### config.mk
export PLATFORM = sky130hd
export DESIGN_NAME = finite_fraction_in_base_check
export DESIGN_NICKNAME = d
export VERILOG_FILES = /design/src/ffb_pkg.sv /design/src/ffb_div.sv /design/src/finite_fraction_in_base_check.sv
export SDC_FILE = /design/constraint.sdc
export NUM_CORES = 1
export LEC_CHECK = 0
export ABC_AREA = 1
export BUFFER_PORTS_ARGS = -buffer_cell sky130_fd_sc_hd__buf_2
export CORE_MARGIN = 5
export CORE_UTILIZATION = 35
export DETAILED_ROUTE_END_ITERATION = 12
export GPL_TIMING_DRIVEN = 1
export MAX_ROUTING_LAYER = met4
export PLACE_DENSITY = 0.59
export SYNTH_ARGS = -nofsm -noshare
export SYNTH_HDL_FRONTEND = slang
export SYNTH_SLANG_ARGS = --single-unit
### constraint.sdc
create_clock -name clk -period 13.1 [get_ports clk]
set_input_delay 1.31 -clock clk [delete_from_list [all_inputs] [get_ports clk]]
set_output_delay 1.31 -clock clk [all_outputs]
set_load 0.005 [all_outputs]
### src/ffb_pkg.sv
// ----------------------------------------------------------------------------
// ffb_pkg
// shared constants and types for the finite fraction check
// ----------------------------------------------------------------------------
package ffb_pkg;
  localparam int Width = 32;
  localparam int DenW = Width - 1;
  localparam int CntW = $clog2(Width + 1);
  localparam logic [5:0] RadixMin = 6'd2;
  localparam logic [5:0] RadixMax = 6'd36;
  localparam logic [5:0] RadixReset = 6'd10;

  typedef struct packed {
    logic start;
    logic busy;
  } div_ctl_t;
endpackage

### src/ffb_div.sv
// ----------------------------------------------------------------------------
// ffb_div
// restoring divider, one quotient bit per cycle
// ----------------------------------------------------------------------------
module ffb_div import ffb_pkg::*; (
  input  logic             clk,
  input  logic             rst_n,
  input  logic             start,
  input  logic [Width-1:0] dividend,
  input  logic [Width-1:0] divisor,
  output div_ctl_t         ctl,
  output logic             done,
  output logic [Width-1:0] quot,
  output logic [Width-1:0] rem
);
  logic [Width-1:0] q_r, q_nxt, r_r, r_nxt, d_r, d_nxt;
  logic [CntW-1:0] cnt_r, cnt_nxt;
  logic busy_r, busy_nxt, done_r, done_nxt;
  logic [Width:0] sh, diff;

  always_comb begin
    sh = {r_r, q_r[Width-1]};
    diff = sh - {1'b0, d_r};
    q_nxt = q_r; r_nxt = r_r; d_nxt = d_r; cnt_nxt = cnt_r;
    busy_nxt = busy_r; done_nxt = 1'b0;
    if (start) begin
      q_nxt = dividend; r_nxt = '0; d_nxt = divisor;
      cnt_nxt = CntW'(Width); busy_nxt = 1'b1;
    end else if (busy_r) begin
      if (diff[Width]) begin
        r_nxt = sh[Width-1:0];
        q_nxt = {q_r[Width-2:0], 1'b0};
      end else begin
        r_nxt = diff[Width-1:0];
        q_nxt = {q_r[Width-2:0], 1'b1};
      end
      cnt_nxt = cnt_r - 1'b1;
      if (cnt_r == CntW'(1)) begin
        busy_nxt = 1'b0; done_nxt = 1'b1;
      end
    end
  end

  always_ff @(posedge clk) begin
    q_r <= q_nxt; r_r <= r_nxt; d_r <= d_nxt; cnt_r <= cnt_nxt;
    if (!rst_n) begin
      busy_r <= 1'b0; done_r <= 1'b0;
    end else begin
      busy_r <= busy_nxt; done_r <= done_nxt;
    end
  end

  assign ctl.start = start;
  assign ctl.busy = busy_r;
  assign done = done_r;
  assign quot = q_r;
  assign rem = r_r;

  a_done_after_busy: assert property (@(posedge clk) disable iff (!rst_n)
    done |-> $past(busy_r)) else $error("done without busy");
  a_no_start_busy: assert property (@(posedge clk) disable iff (!rst_n)
    busy_r && !start |=> busy_r || done) else $error("busy dropped");
  a_cnt_range: assert property (@(posedge clk) disable iff (!rst_n)
    busy_r |-> cnt_r != '0) else $error("counter underflow");
endmodule

### src/finite_fraction_in_base_check.sv
// ----------------------------------------------------------------------------
// finite_fraction_in_base_check
// reduces a fraction by its gcd and tests finiteness in the radix
// ----------------------------------------------------------------------------
// each division runs on the shared bit-serial divider; an item takes one
// division per euclid step, two to reduce the fraction, then the radix steps;
// one item at a time
// result held in an output register; next input accepted while it waits
// synchronous active-low reset; radix resets to 10
module finite_fraction_in_base_check import ffb_pkg::*; (
  input  logic             clk,
  input  logic             rst_n,
  input  logic             cfg_we,
  input  logic [5:0]       cfg_radix,
  input  logic             in_valid,
  output logic             in_ready,
  input  logic [Width-1:0] in_numerator,
  input  logic [DenW-1:0]  in_denominator,
  output logic             out_valid,
  input  logic             out_ready,
  output logic             out_finite,
  output logic [Width-1:0] out_reduced_numerator,
  output logic [DenW-1:0]  out_reduced_denominator
);
  typedef enum logic [8:0] {
    S_IDLE  = 9'b000000001,
    S_GCD   = 9'b000000010,
    S_GW    = 9'b000000100,
    S_NUM   = 9'b000001000,
    S_DEN   = 9'b000010000,
    S_RGCD  = 9'b000100000,
    S_RGW   = 9'b001000000,
    S_RDIV  = 9'b010000000,
    S_DONE  = 9'b100000000
  } st_t;

  st_t st_r, st_nxt;
  logic [5:0] radix_r;
  logic [Width-1:0] num_r, num_nxt, den_r, den_nxt, a_r, a_nxt, b_r, b_nxt;
  logic [Width-1:0] g_r, g_nxt, rest_r, rest_nxt, rnum_r, rnum_nxt;
  logic [Width-1:0] dvd, dvs, quot, rem;
  logic start, done, ov_r, ov_nxt, fin_r, fin_nxt;
  logic [5:0] base;
  div_ctl_t dctl;

  always_comb begin
    base = radix_r;
    if (radix_r < RadixMin) base = RadixMin;
    if (radix_r > RadixMax) base = RadixMax;
  end

  ffb_div u_div (.clk, .rst_n, .start, .dividend(dvd), .divisor(dvs),
    .ctl(dctl), .done, .quot, .rem);

  assign in_ready = (st_r == S_IDLE);

  always_comb begin
    st_nxt = st_r; num_nxt = num_r; den_nxt = den_r; a_nxt = a_r; b_nxt = b_r;
    g_nxt = g_r; rest_nxt = rest_r; rnum_nxt = rnum_r; ov_nxt = ov_r;
    fin_nxt = fin_r; start = 1'b0; dvd = b_r; dvs = a_r;
    if (ov_r && out_ready) ov_nxt = 1'b0;
    unique case (st_r)
      S_IDLE: if (in_valid && in_ready) begin
        num_nxt = in_numerator[Width-1] ? (~in_numerator + 1'b1) : in_numerator;
        den_nxt = {1'b0, in_denominator};
        a_nxt = num_nxt; b_nxt = den_nxt;
        st_nxt = S_GCD;
      end
      S_GCD: if (a_r == '0) begin
        g_nxt = (b_r == '0) ? Width'(1) : b_r;
        start = 1'b1; dvd = num_r; dvs = g_nxt;
        st_nxt = S_NUM;
      end else begin
        start = 1'b1; st_nxt = S_GW;
      end
      S_GW: if (done) begin
        b_nxt = a_r; a_nxt = rem; st_nxt = S_GCD;
      end
      S_NUM: if (done) begin
        rnum_nxt = quot; start = 1'b1; dvd = den_r; dvs = g_r; st_nxt = S_DEN;
      end
      S_DEN: if (done) begin
        rest_nxt = quot; den_nxt = quot;
        if (quot == '0) begin
          fin_nxt = 1'b0; st_nxt = S_DONE;
        end else begin
          a_nxt = Width'(base); b_nxt = quot; st_nxt = S_RGCD;
        end
      end
      S_RGCD: if (a_r == '0) begin
        if (b_r <= Width'(1)) begin
          fin_nxt = (rest_r == Width'(1)); st_nxt = S_DONE;
        end else begin
          start = 1'b1; dvd = rest_r; dvs = b_r; st_nxt = S_RDIV;
        end
      end else begin
        start = 1'b1; st_nxt = S_RGW;
      end
      S_RGW: if (done) begin
        b_nxt = a_r; a_nxt = rem; st_nxt = S_RGCD;
      end
      S_RDIV: if (done) begin
        rest_nxt = quot; a_nxt = Width'(base); b_nxt = quot; st_nxt = S_RGCD;
      end
      S_DONE: if (!ov_r || out_ready) begin
        ov_nxt = 1'b1; st_nxt = S_IDLE;
      end
      default: st_nxt = S_IDLE;
    endcase
  end

  always_ff @(posedge clk) begin
    num_r <= num_nxt; den_r <= den_nxt; a_r <= a_nxt; b_r <= b_nxt;
    g_r <= g_nxt; rest_r <= rest_nxt; rnum_r <= rnum_nxt; fin_r <= fin_nxt;
    if (!rst_n) begin
      st_r <= S_IDLE; ov_r <= 1'b0; radix_r <= RadixReset;
    end else begin
      st_r <= st_nxt; ov_r <= ov_nxt;
      if (cfg_we) radix_r <= cfg_radix;
    end
  end

  logic             of_r;
  logic [Width-1:0] on_r;
  logic [DenW-1:0]  od_r;
  always_ff @(posedge clk) begin
    if (st_r == S_DONE && (!ov_r || out_ready)) begin
      of_r <= fin_r; on_r <= rnum_r; od_r <= den_r[DenW-1:0];
    end
  end

  assign out_valid = ov_r;
  assign out_finite = of_r;
  assign out_reduced_numerator = on_r;
  assign out_reduced_denominator = od_r;

  a_one_item: assert property (@(posedge clk) disable iff (!rst_n)
    in_valid && in_ready |=> st_r == S_GCD) else $error("accept lost");
  a_start_idle: assert property (@(posedge clk) disable iff (!rst_n)
    start |-> !dctl.busy || done) else $error("divider restarted while busy");
  a_out_hold: assert property (@(posedge clk) disable iff (!rst_n)
    out_valid && !out_ready |=> out_valid && $stable(on_r))
    else $error("result dropped");
endmodule

==> metrics.md <==
| Metric | Value |
|---|---|
| Status | completed |
| Commonest non-fill, non-tap cell in the layout | nand2_1 |
| Via count | 18,600 |
| Final-report setup violation count | 0 |
| Final period utilization | 0.318 |
| Final hold vios | 0 |
| Critical Path Sink Type | flop |
| Crit path DAT | 4.38 ns |
| Leakage | 0.0107 uW |
| Row count | 91 |
| Fin Setup TNS | 0 ns |
| Post-cts hold buffer count | 0 |
| Max Root-Sink Buffers | 3 |
| DR iter-0 viols | 2,228 |
| Least-Margin Pin Slew | 1.27 ns |
| Die H | 261 microns |
| CP required | 13.31 ns |
| Design area | 0.0248 sq mm |
| Area after DPL | 0.0234 sq mm |
| Routed len/inst | 20.7 microns |
| Max-slew headroom | 0.151 |
| Vias in the first global route | 17,600 |
| Final WL | 74,700 microns |
| Yosys cell types | 48 |
| Crit start category | flop |
| PwrDens | 183 mW/mm^2 |
| Post-layout min period | 4.16 ns |
| Place WS | 8.96 ns |
| Postcts setup bufs | 0 |
| H-tree depth | 2 |
| Achievable Freq | 240 MHz |
| Core Region | 0.0619 sq mm |
| Share of layout cells above drive strength 1 | 0.102 |
| Synth Area per Inst | 8.27 sq um |
| Synthesized area | 0.0220 sq mm |
| Initial antenna violation count | 1 |
| Clk slew on worst S/H paths | 0.06 ns |
| Port Buffers | 139 |
| Critical path, cell by cell | nor2_2, nand2_2, inv_2, nand4_1, nand2_2, inv_2, nand2_2, a21oi_1, o311a_2, buf_4 |
| Vias per std cell | 5.15 |
| DRC violations left | 0 |
| CTS resizes | 0 |
| Slowest-stage cell, CP | o311a_2 |
| Cells after synthesis | 2,658 |
| Ports | 140 |
| GPL Wtd Cong | 1.02 |
| Cts bufs inserted | 43 |
| Post-synth EDFFs | 353 |
| Final Skew | 0.0255 ns |
| Initial Utilization | 0.355 |
| CP Max Fanout | 40 |
| Max-cap viol count | 0 |
| Worst VDD drop | 0.115 mV |
| Global route overflow | 0 |
| Synthesized net count | 2,768 |
| DRT Pass-1 Iters | 8 |
| Die width | 261 microns |
| Fillers | 6,313 |
| Pin count of the biggest net entering global routing | 73 |
| DP Cell Count | 3,531 |
| Total Die Area | 0.0679 sq mm |
| Top_reg_cell synth | edfxtp_1 |
| Final Non-Filler Cells | 3,611 |
| Total Nets Final | 2,849 |
| Setup WS post-layout | 8.94 ns |
| Most frequent cells in the layout | 1,003 x nand2_1, 353 x edfxtp_1, 313 x inv_1 |
| Crit Path Category | reg -> reg |
| Worst-Skew Late Latency | 0.59 ns |
| Sequential share of the synthesized area | 0.534 |
| Unrepaired setup endpoints after global routing | false |
| Yosys warning total | 0 |
| CTS tree | built |
| Post-DRT Antenna Nets | 0 |
| CP most frequent cell | nand2_2 |
| CTS root buffer | clkbuf_16 |
| Final Slew Violations | 0 |
| First-pass GRT wire length | 111,000 microns |
| Worst min path class | reg -> reg |
| GRT Overall Usage | 0.221 |
| Tot Pwr | 4550 uW |
| Sink Count | 409 |
| Register bit count reported by yosys | 409 |
| Async SR Flop Fraction | 0 |
| CP max stage delay | 0.77 ns |
| Area Overhead vs Synth | 13.1% |
| Post-DP HPWL | 56,100 microns |
==> layer usage <==
layer	GRT usage	up-vias	wire [microns]
li1	-	8878	-
met1	0.315	8684	33500
met2	0.328	907	32600
met3	0.0373	127	6280
met4	0.0602	0	2280
met5	-	-	0
==> state kept, by name, summed over array words and instances, names as in the netlist, 9 cells and up <==
name and flops:
a_r 32, b_r 32, den_r 32, g_r 32, num_r 32, out_reduced_denominator 31
out_reduced_numerator 32, rest_r 32, rnum_r 32, st_r 9, u_div.d_r 32, u_div.quot 32
u_div.rem 32
==> per-stage QoR <==
stage / hold slack [ns] / util
global route: 0.425 / 0.401
floorplan: 0.400 / -
global placement: 0.403 / 0.377
CTS: 0.405 / 0.401
finish: 0.419 / 0.401
detailed placement: 0.405 / 0.377
==> worst paths after layout <==
kind / endpoint / cells past startpoint / slack, ns / from
worst min register to register: out_reduced_numerator[17] / 0 / 0.42 / rnum_r[17]
worst min-delay path: out_reduced_numerator[17] / 0 / 0.42 / rnum_r[17]
worst max register to register: a_r[3] / 10 / 8.94 / st_r[4]
worst max-delay path: a_r[3] / 10 / 8.94 / st_r[4]
==> Yosys cell counts, drive strengths merged, types with 4 or more instances <==
cell type / number / area, sq um
nand4: 89 / 593
nor2: 179 / 736
a22oi: 15 / 113
o211ai: 23 / 173
xnor2: 17 / 149
nor3: 20 / 123
clkbuf: 77 / 289
nand3b: 6 / 45.0
edfxtp: 353 / 10600
and2: 4 / 25.0
nand3: 149 / 768
nand2: 1011 / 3830
buf: 44 / 244
o221ai: 15 / 131
a21oi: 45 / 225
o21ai: 136 / 696
inv: 328 / 1230
nor4: 15 / 93.8
ha: 35 / 438
xor2: 27 / 236
dfxtp: 56 / 1120
==> where the power goes <==
part | internal, uW | total (uW) | switching, uW
clock | 749 | 1300 | 546
sequential | 1870 | 2110 | 237
combinational | 306 | 1140 | 837
total | 2930 | 4550 | 1620
==> kinds of logic after synthesis <==
group           synth area share
flops                      0.534
compound gates            0.0640
simple gates               0.283
buf+inv                   0.0808
fa+ha+maj                 0.0208
xor+xnor                  0.0175
==> worst max-delay path: cells and delay by family, from the launching register on <==
| family | cells | cell delay [ns] |
|---|---|---|
| flops | 1 | 0.38 |
| simple gates | 5 | 1.01 |
| compound gates | 2 | 1.02 |
| buf+inv | 3 | 1.34 |
==> cell type report <==
cell class | count | area [sq um] | area share
diodes | 1 | 2.50 | 0.000101
flip-flops and latches | 409 | 11700 | 0.472
repair buffers | 157 | 831 | 0.0334
clock buffers | 44 | 1080 | 0.0435
multi-input cells | 1798 | 8520 | 0.343
inverters | 330 | 1240 | 0.0500
well taps | 837 | 1050 | 0.0422
clock inverters | 35 | 403 | 0.0162
(Power assumes the default switching activity.)
